`config.mk`:
```
export PLATFORM = sky130hd
export DESIGN_NAME = lhcb_ctrl
export DESIGN_NICKNAME = d
export VERILOG_FILES = /design/src/rtl/assert_macros.svh /design/src/rtl/lhcb_pkg.sv /design/src/rtl/lhcb_ctrl.sv
export SDC_FILE = /design/constraint.sdc
export NUM_CORES = 1
export LEC_CHECK = 0
export ABC_CLOCK_PERIOD_IN_PS = 2800
export CORE_AREA = 2 2 39 41
export CTS_BUF_LIST = sky130_fd_sc_hd__clkbuf_16
export DETAILED_ROUTE_END_ITERATION = 12
export DIE_AREA = 0 0 41 43
export DONT_BUFFER_PORTS = 1
export GPL_TIMING_DRIVEN = 1
export MAX_ROUTING_LAYER = met4
export PLACE_DENSITY = 0.78
export REMOVE_ABC_BUFFERS = 1
export SYNTH_ARGS = -nofsm -noshare
export SYNTH_HDL_FRONTEND = slang
export SYNTH_SLANG_ARGS = --single-unit
```
`constraint.sdc`:
```
create_clock -name aclk -period 2.8 [get_ports aclk]
set_clock_uncertainty 0.1 [all_clocks]
set_input_delay 0.14 -clock aclk [delete_from_list [all_inputs] [get_ports aclk]]
set_output_delay 0.14 -clock aclk [all_outputs]
set_load 0.01 [all_outputs]
```
`src/rtl/assert_macros.svh`:
```
// assertion helpers for the rtl files that include them
`ifndef ASSERT_MACROS_SVH
`define ASSERT_MACROS_SVH

// generic clocked assertion with active-low reset
`define ASSERT_CLK(lbl, clk, rstn, prop) \
    lbl: assert property (@(posedge clk) disable iff (!rstn) prop) \
        else $error("assertion failed");

// assertion on the block clock and reset
`define ASSERT_AR(lbl, prop) `ASSERT_CLK(lbl, aclk, aresetn, prop)

`endif

```
`src/rtl/lhcb_pkg.sv`:
```
// ----------------------------------------------------------------------------
// lhcb_pkg
// Types, field widths, character constants and datapath operation codes.
// ----------------------------------------------------------------------------
package lhcb_pkg;

    localparam int LETTER_W    = 5;
    localparam int COUNT_OUT_W = 16;
    localparam int LEN_W       = 5;
    localparam int BITS_OUT_W  = 25;
    localparam int LETTERS     = 26;

    localparam logic [7:0] CHAR_UPPER_A = 8'h41;
    localparam logic [7:0] CHAR_LOWER_A = 8'h61;

    typedef struct packed {
        logic [7:0] char_byte;
        logic       end_of_text;
    } in_t;

    typedef struct packed {
        logic [LETTER_W-1:0]    letter_index;
        logic [COUNT_OUT_W-1:0] letter_count;
        logic [LEN_W-1:0]       code_length;
        logic [BITS_OUT_W-1:0]  code_bits;
        logic                   no_letters;
        logic                   last_code;
    } out_t;

    typedef logic [4:0] op_t;

    localparam op_t OP_NOP        = 5'd0;
    localparam op_t OP_COUNT      = 5'd1;
    localparam op_t OP_PICK       = 5'd2;
    localparam op_t OP_SHIFT      = 5'd3;
    localparam op_t OP_HEAP_INIT  = 5'd4;
    localparam op_t OP_EXT_LEFT   = 5'd5;
    localparam op_t OP_EXT_RIGHT  = 5'd6;
    localparam op_t OP_SIFT       = 5'd7;
    localparam op_t OP_INS_START  = 5'd8;
    localparam op_t OP_INS_STEP   = 5'd9;
    localparam op_t OP_WALK_INIT  = 5'd10;
    localparam op_t OP_WALK_RD    = 5'd11;
    localparam op_t OP_WALK_L     = 5'd12;
    localparam op_t OP_WALK_R     = 5'd13;
    localparam op_t OP_EMIT_INIT  = 5'd14;
    localparam op_t OP_SCAN       = 5'd15;
    localparam op_t OP_EMIT_RD    = 5'd16;
    localparam op_t OP_EMIT_LOAD  = 5'd17;
    localparam op_t OP_EMIT_NEXT  = 5'd18;
    localparam op_t OP_EMPTY_LOAD = 5'd19;
    localparam op_t OP_CLEAR      = 5'd20;

    typedef struct packed {
        op_t op;
    } cmd_t;

    typedef struct packed {
        logic sort_done;
        logic present;
        logic shift_done;
        logic empty;
        logic size_one;
        logic sift_done;
        logic ins_done;
        logic walk_done;
        logic scan_done;
        logic run_end;
        logic all_end;
        logic out_xfer;
    } status_t;

endpackage

```
`src/rtl/lhcb_ctrl.sv`:
```
// ----------------------------------------------------------------------------
// lhcb_ctrl
// Sequencer: counting, sort, heap merge, code walk and result emission.
// ----------------------------------------------------------------------------
module lhcb_ctrl import lhcb_pkg::*; (
    input  logic    aclk,
    input  logic    aresetn,
    input  logic    s_valid,
    input  logic    s_end,
    output logic    s_ready,
    input  status_t status,
    output cmd_t    cmd
);

    localparam logic [4:0] S_IDLE       = 5'd0;
    localparam logic [4:0] S_PICK       = 5'd1;
    localparam logic [4:0] S_SHIFT      = 5'd2;
    localparam logic [4:0] S_EMPTY      = 5'd3;
    localparam logic [4:0] S_EMPTY_WAIT = 5'd4;
    localparam logic [4:0] S_HEAP       = 5'd5;
    localparam logic [4:0] S_EXT        = 5'd6;
    localparam logic [4:0] S_SIFT1      = 5'd7;
    localparam logic [4:0] S_EXT2       = 5'd8;
    localparam logic [4:0] S_SIFT2      = 5'd9;
    localparam logic [4:0] S_INS        = 5'd10;
    localparam logic [4:0] S_INS_STEP   = 5'd11;
    localparam logic [4:0] S_WALK_INIT  = 5'd12;
    localparam logic [4:0] S_WALK_CHK   = 5'd13;
    localparam logic [4:0] S_WALK_L     = 5'd14;
    localparam logic [4:0] S_WALK_R     = 5'd15;
    localparam logic [4:0] S_EMIT_INIT  = 5'd16;
    localparam logic [4:0] S_SCAN       = 5'd17;
    localparam logic [4:0] S_EMIT_RD    = 5'd18;
    localparam logic [4:0] S_EMIT_LOAD  = 5'd19;
    localparam logic [4:0] S_EMIT_WAIT  = 5'd20;
    localparam logic [4:0] S_CLEAR      = 5'd21;

    logic [4:0] state_reg, state_next;

    always_ff @(posedge aclk) begin
        if (!aresetn) begin
            state_reg <= S_IDLE;
        end else begin
            state_reg <= state_next;
        end
    end

    always_comb begin
        state_next = state_reg;
        cmd.op     = OP_NOP;
        s_ready    = 1'b0;
        unique case (state_reg)
            S_IDLE: begin
                s_ready = 1'b1;
                if (s_valid) begin
                    cmd.op = OP_COUNT;
                    if (s_end) begin
                        state_next = S_PICK;
                    end
                end
            end
            S_PICK: begin
                cmd.op = OP_PICK;
                if (status.sort_done) begin
                    state_next = status.empty ? S_EMPTY : S_HEAP;
                end else if (status.present) begin
                    state_next = S_SHIFT;
                end
            end
            S_SHIFT: begin
                cmd.op = OP_SHIFT;
                if (status.shift_done) begin
                    state_next = S_PICK;
                end
            end
            S_EMPTY: begin
                cmd.op     = OP_EMPTY_LOAD;
                state_next = S_EMPTY_WAIT;
            end
            S_EMPTY_WAIT: begin
                if (status.out_xfer) begin
                    state_next = S_CLEAR;
                end
            end
            S_HEAP: begin
                cmd.op     = OP_HEAP_INIT;
                state_next = S_EXT;
            end
            S_EXT: begin
                if (status.size_one) begin
                    state_next = S_WALK_INIT;
                end else begin
                    cmd.op     = OP_EXT_LEFT;
                    state_next = S_SIFT1;
                end
            end
            S_SIFT1: begin
                cmd.op = OP_SIFT;
                if (status.sift_done) begin
                    state_next = S_EXT2;
                end
            end
            S_EXT2: begin
                cmd.op     = OP_EXT_RIGHT;
                state_next = S_SIFT2;
            end
            S_SIFT2: begin
                cmd.op = OP_SIFT;
                if (status.sift_done) begin
                    state_next = S_INS;
                end
            end
            S_INS: begin
                cmd.op     = OP_INS_START;
                state_next = S_INS_STEP;
            end
            S_INS_STEP: begin
                cmd.op = OP_INS_STEP;
                if (status.ins_done) begin
                    state_next = S_EXT;
                end
            end
            S_WALK_INIT: begin
                cmd.op     = OP_WALK_INIT;
                state_next = S_WALK_CHK;
            end
            S_WALK_CHK: begin
                if (status.walk_done) begin
                    state_next = S_EMIT_INIT;
                end else begin
                    cmd.op     = OP_WALK_RD;
                    state_next = S_WALK_L;
                end
            end
            S_WALK_L: begin
                cmd.op     = OP_WALK_L;
                state_next = S_WALK_R;
            end
            S_WALK_R: begin
                cmd.op     = OP_WALK_R;
                state_next = S_WALK_CHK;
            end
            S_EMIT_INIT: begin
                cmd.op     = OP_EMIT_INIT;
                state_next = S_SCAN;
            end
            S_SCAN: begin
                cmd.op = OP_SCAN;
                if (status.scan_done) begin
                    state_next = S_EMIT_RD;
                end
            end
            S_EMIT_RD: begin
                cmd.op     = OP_EMIT_RD;
                state_next = S_EMIT_LOAD;
            end
            S_EMIT_LOAD: begin
                cmd.op     = OP_EMIT_LOAD;
                state_next = S_EMIT_WAIT;
            end
            S_EMIT_WAIT: begin
                if (status.out_xfer) begin
                    cmd.op = OP_EMIT_NEXT;
                    if (status.run_end && status.all_end) begin
                        state_next = S_CLEAR;
                    end else if (status.run_end) begin
                        state_next = S_SCAN;
                    end else begin
                        state_next = S_EMIT_RD;
                    end
                end
            end
            S_CLEAR: begin
                cmd.op     = OP_CLEAR;
                state_next = S_IDLE;
            end
            default: begin
                state_next = S_IDLE;
            end
        endcase
    end

endmodule

```
* After elaboration in Yosys (flattened, before gate mapping)
Index checks and enable logic that the tools add are counted.
** Storage, ports and cells
- Register bits :: 5
- Latch bits :: 0
- RAM bits :: 0
- Bits in read-only memories :: 0
- Output and inout bits :: 6
- Logic and storage cells :: 60
- Memories :: 0
** Cells by class
- $add $sub $neg :: 0
- Multipliers :: 0
- Div/mod/pow operators :: 0
- $lt $le $gt $ge :: 0
- Equality and inequality tests :: 31
- Shifts and indexed selects :: 0
- Mux-type cells :: 23
- Bitwise gates (word level) :: 0
- Reductions and logical operators :: 5
** Operators with widths (number)
- 5-bit one-hot mux with 20 select lines :: 2
- 5-bit two-way mux :: 13
- 5-bit by 4-bit equality test with 1-bit output (second input constant) :: 8
- 5-bit equality test (second input constant) :: 6
- 5-bit by 3-bit equality test with 1-bit output (second input constant) :: 4
- 2-bit inequality test (second input constant) :: 9
- 5-bit by 2-bit equality test with 1-bit output (second input constant) :: 2
- 10-bit AND reduction :: 1
- 3-bit two-way mux :: 3
- 4-bit two-way mux :: 2
- 5-bit by 1-bit equality test with 1-bit output (second input constant) :: 1
- 5-bit logical NOT :: 1
- 2-bit OR reduction :: 2
- 3-bit inequality test (second input constant) :: 1
- 1-bit two-way mux :: 2
- 2-bit two-way mux :: 1
- 1-bit logical AND :: 1

* Longest topological paths before layout
Gate-level depths: netlist of the first run.
- Depth after elaboration :: 4
- Mapped depth :: 7

* Worst setup path before layout of the first run
OpenSTA, ideal clock, no wires.
- Path kind :: register -> output
- From :: reg state_reg[4]
- To :: out cmd[2] (netlist bit)
- Arrival time :: 1.470 ns
- Slack :: 1.090 ns
- Stages on the path, launching flop included :: 7
- Buffers on the path :: 2
- Cell sequence :: dfxtp_1 clkbuf_1 clkbuf_1 nand2_1 a21oi_1 nor2_1 o21ai_0
** RTL lines
- start: declaration :: RTL line lhcb_ctrl.sv:38 : logic [4:0] state_reg, state_next;
- start signal: assignment :: RTL line lhcb_ctrl.sv:44 : state_reg <= state_next;
- end: declaration :: RTL line lhcb_ctrl.sv:12 : output cmd_t cmd

* Worst setup path after layout of the first run
- From :: reg state_reg[0]
- To :: reg state_reg[1]
** On the way
- Longest elaborated chain between the ends :: 3
- Elaborated cells on any way between the ends :: 34
- Those cells by class :: 30 x eq/ne; 1 x mux; 3 x reduce/logical
** RTL lines
- 5-bit by 4-bit equality test with 1-bit output (tied with other cells) :: RTL line lhcb_ctrl.sv:52 : unique case (state_reg)
- 2-bit OR reduction (no source line) (tied with other cells)
- 5-bit one-hot mux with 20 select lines or 10-bit AND reduction (tied branches)
Parallel ways exist; a longest one is shown, timed or not.
A chain may end at the register's enable or synchronous reset.

==> results of run 1 <==
[cell usage after synthesis]
| cell | n | area, um^2 |
|---|---|---|
| sky130_fd_sc_hd__nand2_1 | 17 | 63.8 |
| sky130_fd_sc_hd__nor2_1 | 13 | 48.8 |
| sky130_fd_sc_hd__a21oi_1 | 9 | 45.0 |
| sky130_fd_sc_hd__o21ai_0 | 9 | 45.0 |
| sky130_fd_sc_hd__nor2b_1 | 8 | 50.1 |
| sky130_fd_sc_hd__clkbuf_1 | 6 | 22.5 |
| sky130_fd_sc_hd__dfxtp_1 | 5 | 100 |
| sky130_fd_sc_hd__mux2i_1 | 5 | 50.1 |
| sky130_fd_sc_hd__o22ai_1 | 5 | 31.3 |
| sky130_fd_sc_hd__a22oi_1 | 4 | 30.0 |
| sky130_fd_sc_hd__nand3_1 | 4 | 20.0 |
| sky130_fd_sc_hd__nand3b_1 | 4 | 30.0 |
| sky130_fd_sc_hd__a211oi_1 | 3 | 22.5 |
| sky130_fd_sc_hd__buf_2 | 3 | 15.0 |
| sky130_fd_sc_hd__inv_1 | 3 | 11.3 |
| sky130_fd_sc_hd__nand2b_1 | 3 | 18.8 |
| sky130_fd_sc_hd__o211ai_1 | 3 | 22.5 |
| sky130_fd_sc_hd__and2b_1 | 2 | 15.0 |
| sky130_fd_sc_hd__nand4_1 | 2 | 12.5 |
| sky130_fd_sc_hd__a2111oi_2 | 1 | 15.0 |
| sky130_fd_sc_hd__a211o_1 | 1 | 8.76 |
| sky130_fd_sc_hd__a21boi_0 | 1 | 7.51 |
| sky130_fd_sc_hd__a22o_1 | 1 | 8.76 |
| sky130_fd_sc_hd__a311oi_1 | 1 | 8.76 |
| sky130_fd_sc_hd__a31oi_1 | 1 | 6.26 |
| sky130_fd_sc_hd__and3_1 | 1 | 6.26 |
| sky130_fd_sc_hd__buf_1 | 1 | 3.75 |
| sky130_fd_sc_hd__buf_4 | 1 | 7.51 |
| sky130_fd_sc_hd__buf_6 | 1 | 11.3 |
| sky130_fd_sc_hd__nand4b_1 | 1 | 8.76 |
| sky130_fd_sc_hd__nor3_1 | 1 | 5.00 |
| sky130_fd_sc_hd__nor3b_1 | 1 | 7.51 |
| sky130_fd_sc_hd__nor4_1 | 1 | 6.26 |
| sky130_fd_sc_hd__o211a_1 | 1 | 10.0 |
| sky130_fd_sc_hd__o22a_1 | 1 | 8.76 |
| sky130_fd_sc_hd__o31ai_1 | 1 | 7.51 |
| sky130_fd_sc_hd__o41ai_1 | 1 | 8.76 |
| sky130_fd_sc_hd__or2_2 | 1 | 6.26 |
| sky130_fd_sc_hd__or3b_1 | 1 | 8.76 |
| sky130_fd_sc_hd__or4_1 | 1 | 7.51 |
| sky130_fd_sc_hd__xor2_1 | 1 | 8.76 |
[final cells by class]
class                   instances  area (um^2)
clock inverters                 1         3.75
clock buffers                   3         75.1
multi-input cells             110          661
fillers                       121          480
flip-flops and latches          5          100
repair buffers                  4         32.5
well taps                      16         20.0
inverters                       3         11.3
[logic make-up after synthesis]
family	count (synthesis)
compound gates	43
buf+inv	15
simple gates	61
mux	5
xor+xnor	1
flops	5
[metal layers]
| metal | global-route usage, % | vias to the layer above | part of all wire, % |
|---|---|---|---|
| met5 | - | - | 0 |
| met4 | 12.7 | 0 | 0.71 |
| met3 | 4.71 | 2 | 9.6 |
| met2 | 38.4 | 62 | 46 |
| met1 | 46.2 | 444 | 44 |
| li1 | - | 468 | - |
[power breakdown]
group | internal (mW) | leakage (nW) | total [mW] | switching [mW]
clock | 0.185 | 0.0423 | 0.229 | 0.0444
combinational | 0.113 | 0.236 | 0.265 | 0.152
sequential | 0.0833 | 0.0406 | 0.144 | 0.0610
total | 0.381 | 0.319 | 0.638 | 0.258
[worst max-delay path: cells and delay by family (launching register included)]
family          cells  cell delay [ns]
buf+inv             1             0.28
flops               1             0.80
simple gates        1             0.57
mux                 1             0.15
compound gates      2             0.26
[stage by stage]
step	instances	hold WS, ns	area (um^2)
2_1_floorplan	118	0.188	772
3_3_place_gp	137	0.191	815
3_5_place_dp	137	0.194	815
4_1_cts	142	0.00127	903
5_1_grt	142	0.0379	903
6_report	142	0.00178	903
[worst paths after layout]
path              cells after the start      endpoint  slack [ns]
hold / removal                        2  state_reg[3]       0.002
hold reg to reg                       2  state_reg[3]        0.45
setup reg to reg                      5  state_reg[1]        0.57
setup / recovery                      5  state_reg[1]        0.57
==> metrics, run 1 <==
startpoint of the worst setup timing path state_reg[0]; basic-gate share of the synthesized area counting and, or, nand and nor cells roughly 38%; global-route wire length before repair roughly 3.7 mm; first-iteration detailed-routing DRC count 37; highest ir drop seen on vdd 0.000289 V; overflow left after global routing 0; Compound-Gate Fraction of Synth Area roughly 34%; Hold Path Class primary input to flop; Post-CTS Setup Repair Bufs 0; area share of xor/xnor cells in the synthesized design approximately 1.1%; commonest cells after routing, fill and taps aside sky130_fd_sc_hd__nand2_1, sky130_fd_sc_hd__nor2_1, sky130_fd_sc_hd__a21oi_1, sky130_fd_sc_hd__o21ai_0, sky130_fd_sc_hd__nor2b_1; Layout Utilization roughly two thirds; vias after detailed routing approximately 980; Peak Freq roughly 0.45 GHz; starting density of the core between 60% and 70%; number of distinct standard cells referenced by the synthesized netlist slightly above 40; post-synthesis sequential area ratio between 10% and 20%; placement-stage worst setup slack 0.611 ns; dominant combinational cell family by area after synthesis simple AND/OR/NAND/NOR gates; flip-flop count of the largest register after layout 5; overall die area approximately 1800 um^2; number of detailed-routing iterations run before antenna repair 4; cells traversed along the worst timing path inv_1 -> or4_1 -> a31oi_1 -> o21ai_0 -> mux2i_1; Critical Path Start Type flop; number of diodes 0; Core ar. approximately 1400 um^2; vias in the first global route a little over 800; Critical Path Max Stage Delay approximately 0.8 ns; via-per-instance ratio 6.87; remaining max-slew budget at the tightest pin a little over two fifths; required time of the critical path 2.86 ns; antenna violations before repair 0; DIE WIDTH approximately 40 um; post-route minimum period between 2 and 2.5 ns; startpoint of the worst register-to-register path state_reg[0]; setup repair after global routing missed its margin false; wire per inst between 15 and 20 um; number of hold buffers added after cts 1; final number of hold-violating endpoints 0; endpoint arrival time on the critical path between 2 and 2.5 ns; share of synthesized cell area in full adder, half adder and majority cells 0%; final critical-path share of the clock period between 70 and 80%; Detail Placement HPWL 1.62 mm; number of cells upsized or downsized after cts 0; kind of end point of the critical path flop; Yosys warning total 0; clock edge transition at the registers on the reported setup and hold paths around 0.030 ns; number of cells produced by synthesis 130; Pwr Total approximately 0.64 mW; Max Fanout on Critical Path 24; fraction of final layout cells with drive strength greater than 1 around 6.3%; Max Cap Viol 0; category of the critical setup timing path flop to flop; placement row count 14; multiplexer share of the synthesized area under 10%; Root Driver sky130_fd_sc_hd__clkbuf_16; number of buffers added on ports 0; gp weighted congestion 0.965; Num CTS Buffers 3; most common cell after layout, fill and taps aside sky130_fd_sc_hd__nand2_1; Seq cells post-synth 5; clock tree from TritonCTS yes; Die Span Y approximately 43 um; Remaining DRCs 0; accumulated negative setup slack 0 ns; global router's overall resource usage a little under a third; fin. max-slew vios 0; synthesized area divided by synthesized cell count 6.40 um^2; pin count of the biggest net entering global routing 30; CP max stage cell sky130_fd_sc_hd__dfxtp_1; number of routed nets with antenna violations 0; worst skew pair latency roughly 0.23 ns; Mapped Area between 800 and 900 um^2; CTS sink cnt 5; number of buffers on the longest clock path 2; ratio of total power to cell area a little over 700 nW/um^2; H-tree Lvls 1; final setup vio count 0; total number of nets in the final design between 100 and 150; start point of the worst hold path aresetn; final worst-path setup slack roughly 0.57 ns; run status complete, no violations; total wire length after detailed routing between 2 and 2.5 mm; count of pins on the block boundary 22; transition time at the pin with the least slew margin between 0.8 and 0.9 ns; Area Overhead vs Synth 8.57%; standby leakage power around 0.32 nW
(Power assumes the default switching activity.)
==> run 2, diff against run 1 <==
--- a/config.mk
+++ b/config.mk
@@ -5,15 +5,15 @@
 export SDC_FILE = /design/constraint.sdc
 export NUM_CORES = 1
 export LEC_CHECK = 0
-export ABC_CLOCK_PERIOD_IN_PS = 2800
-export CORE_AREA = 2 2 39 41
+export ABC_CLOCK_PERIOD_IN_PS = 1800
+export CORE_AREA = 2 2 42 44
 export CTS_BUF_LIST = sky130_fd_sc_hd__clkbuf_16
 export DETAILED_ROUTE_END_ITERATION = 12
-export DIE_AREA = 0 0 41 43
+export DIE_AREA = 0 0 44 46
 export DONT_BUFFER_PORTS = 1
 export GPL_TIMING_DRIVEN = 1
 export MAX_ROUTING_LAYER = met4
-export PLACE_DENSITY = 0.78
+export PLACE_DENSITY = 0.71
 export REMOVE_ABC_BUFFERS = 1
 export SYNTH_ARGS = -nofsm -noshare
 export SYNTH_HDL_FRONTEND = slang
==> constraint.sdc (replaced) <==
create_clock -name aclk -period 1.8 [get_ports aclk]
set_clock_uncertainty 0.1 [all_clocks]
set_input_delay 0.09 -clock aclk [delete_from_list [all_inputs] [get_ports aclk]]
set_output_delay 0.09 -clock aclk [all_outputs]
set_load 0.01 [all_outputs]
==> run 2 against run 1 <==
Design area rose by 19%. Sequential power up 21%. Wire length increased by 23%.
==> metrics, run 2 (synthesis gave the netlist of run 1 again) <==
most common cell after layout, fill and taps aside sky130_fd_sc_hd__nand2_1; number of routed nets with antenna violations 0; fin area 1070 um^2; overall die area between 2000 and 2500 um^2; Core ar. 1610 um^2; number of buffers on the longest clock path 2; commonest cells after routing, fill and taps aside sky130_fd_sc_hd__nand2_1, sky130_fd_sc_hd__buf_4, sky130_fd_sc_hd__nor2_1; Die Span Y around 46 um; DIE WIDTH around 44 um; total wire length after detailed routing 2.77 mm; Remaining DRCs 0; starting density of the core just over 50%; placement-stage worst setup slack -0.0337 ns; highest ir drop seen on vdd 0.000395 V; required time of the critical path about 1.9 ns; setup repair after global routing missed its margin true; number of detailed-routing iterations run before antenna repair 4; Critical Path Start Type flop; overflow left after global routing 0; final number of hold-violating endpoints 0; H-tree Lvls 1; total placed instance area approximately 900 um^2; endpoint arrival time on the critical path 1.85 ns; remaining max-slew budget at the tightest pin 76.3%; post-route minimum period about 1.8 ns; count of pins on the block boundary 22; gp weighted congestion 0.888; flip-flop count of the largest register after layout 5; post-placement cell count about 150; number of buffers added on ports 0; antenna violations before repair 0; transition time at the pin with the least slew margin between 0.3 and 0.4 ns; fin. max-slew vios 0; CTS sink cnt 5; global-route wire length before repair 4.51 mm; ratio of total power to cell area 1040 nW/um^2; Final Instance Count excl. Fillers ~160; Area Overhead vs Synth 29.2%; kind of end point of the critical path flop; first-iteration detailed-routing DRC count between 50 and 60; Pwr Total between 1 and 1.5 mW; clock tree from TritonCTS yes; clock edge transition at the registers on the reported setup and hold paths around 0.040 ns; Hold Path Class primary input to flop; Max Fanout on Critical Path 8; global router's overall resource usage between 30 and 40%; vias after detailed routing about 1.0k; vias in the first global route 950; via-per-instance ratio around 6.5; placement row count 15; pin count of the biggest net entering global routing 21; run status complete, no violations; Root Driver sky130_fd_sc_hd__clkbuf_16; Detail Placement HPWL approximately 1.9 mm; Num CTS Buffers 3; final worst-path setup slack ~0.00074 ns; standby leakage power around 0.4 nW; final critical-path share of the clock period between 90% and 100%; fraction of final layout cells with drive strength greater than 1 between 20% and 30%; number of diodes 0; category of the critical setup timing path flop to flop; final setup vio count 0; total number of nets in the final design approximately 160; Max Cap Viol 0; wire per inst 17.5 um; Layout Utilization between 60% and 70%; worst skew pair latency between 0.2 and 0.25 ns; Peak Freq 0.556 GHz
-- run 2: cell type report --
| type | instances | area, um^2 |
|---|---|---|
| Multi-Input combinational cell | 110 | 708 |
| Fill cell | 157 | 539 |
| Timing Repair Buffer | 19 | 153 |
| Tap cell | 17 | 21.3 |
| Sequential cell | 5 | 103 |
| Clock buffer | 3 | 75.1 |
| Inverter | 3 | 11.3 |
| Clock inverter | 1 | 3.75 |
-- run 2: path summary, 6_finish.rpt --
path | from | endpoint | slack, ns | cells past startpoint
setup reg to reg | state_reg[3] | state_reg[1] | 0.0007 | 6
hold reg to reg | state_reg[4] | state_reg[4] | 0.46 | 2
hold / removal | aresetn | state_reg[4] | 0.08 | 3
setup / recovery | state_reg[3] | state_reg[1] | 0.0007 | 6
-- run 2: stage by stage --
step	hold slack, ns	TNS [ns]
2_1_floorplan	0.138	-0.884
3_3_place_gp	0.140	0
3_5_place_dp	0.149	-0.0337
4_1_cts	0.0986	0
5_1_grt	0.106	-0.00285
6_report	0.0835	0
-- run 2: worst max-delay path, stage by stage (launching register included) --
cell                      delay [ns]
sky130_fd_sc_hd__dfxtp_1        0.32
sky130_fd_sc_hd__buf_6          0.14
sky130_fd_sc_hd__or2_2          0.28
sky130_fd_sc_hd__or4_1          0.42
sky130_fd_sc_hd__a31oi_1        0.19
sky130_fd_sc_hd__o21ai_1        0.09
sky130_fd_sc_hd__mux2i_1        0.18
-- run 2: what timing repair did --
action | in CTS | in global routing
endpoints found under the setup margin | 3 | 8
hold endpoints to repair | 5 | 0
pin swaps | 3 | 4
buffers inserted | 4 | 0
resized for setup | 4 | 16
hold buffers | 1 | 0
-- run 2: per-layer routing --
metal / GRT usage, % / routed length (um) / up-vias
met5: - / 0 / -
met4: 10.9 / 50 / 0
met3: 5.95 / 185 / 6
met2: 47.9 / 1370 / 58
met1: 40.4 / 1170 / 473
li1: - / - / 496
-- run 2: power breakdown --
| part | internal, mW | leakage (nW) | switching [mW] |
|---|---|---|---|
| sequential | 0.133 | 0.0414 | 0.0411 |
| clock | 0.288 | 0.0423 | 0.0781 |
| combinational | 0.239 | 0.322 | 0.335 |
| total | 0.660 | 0.406 | 0.454 |
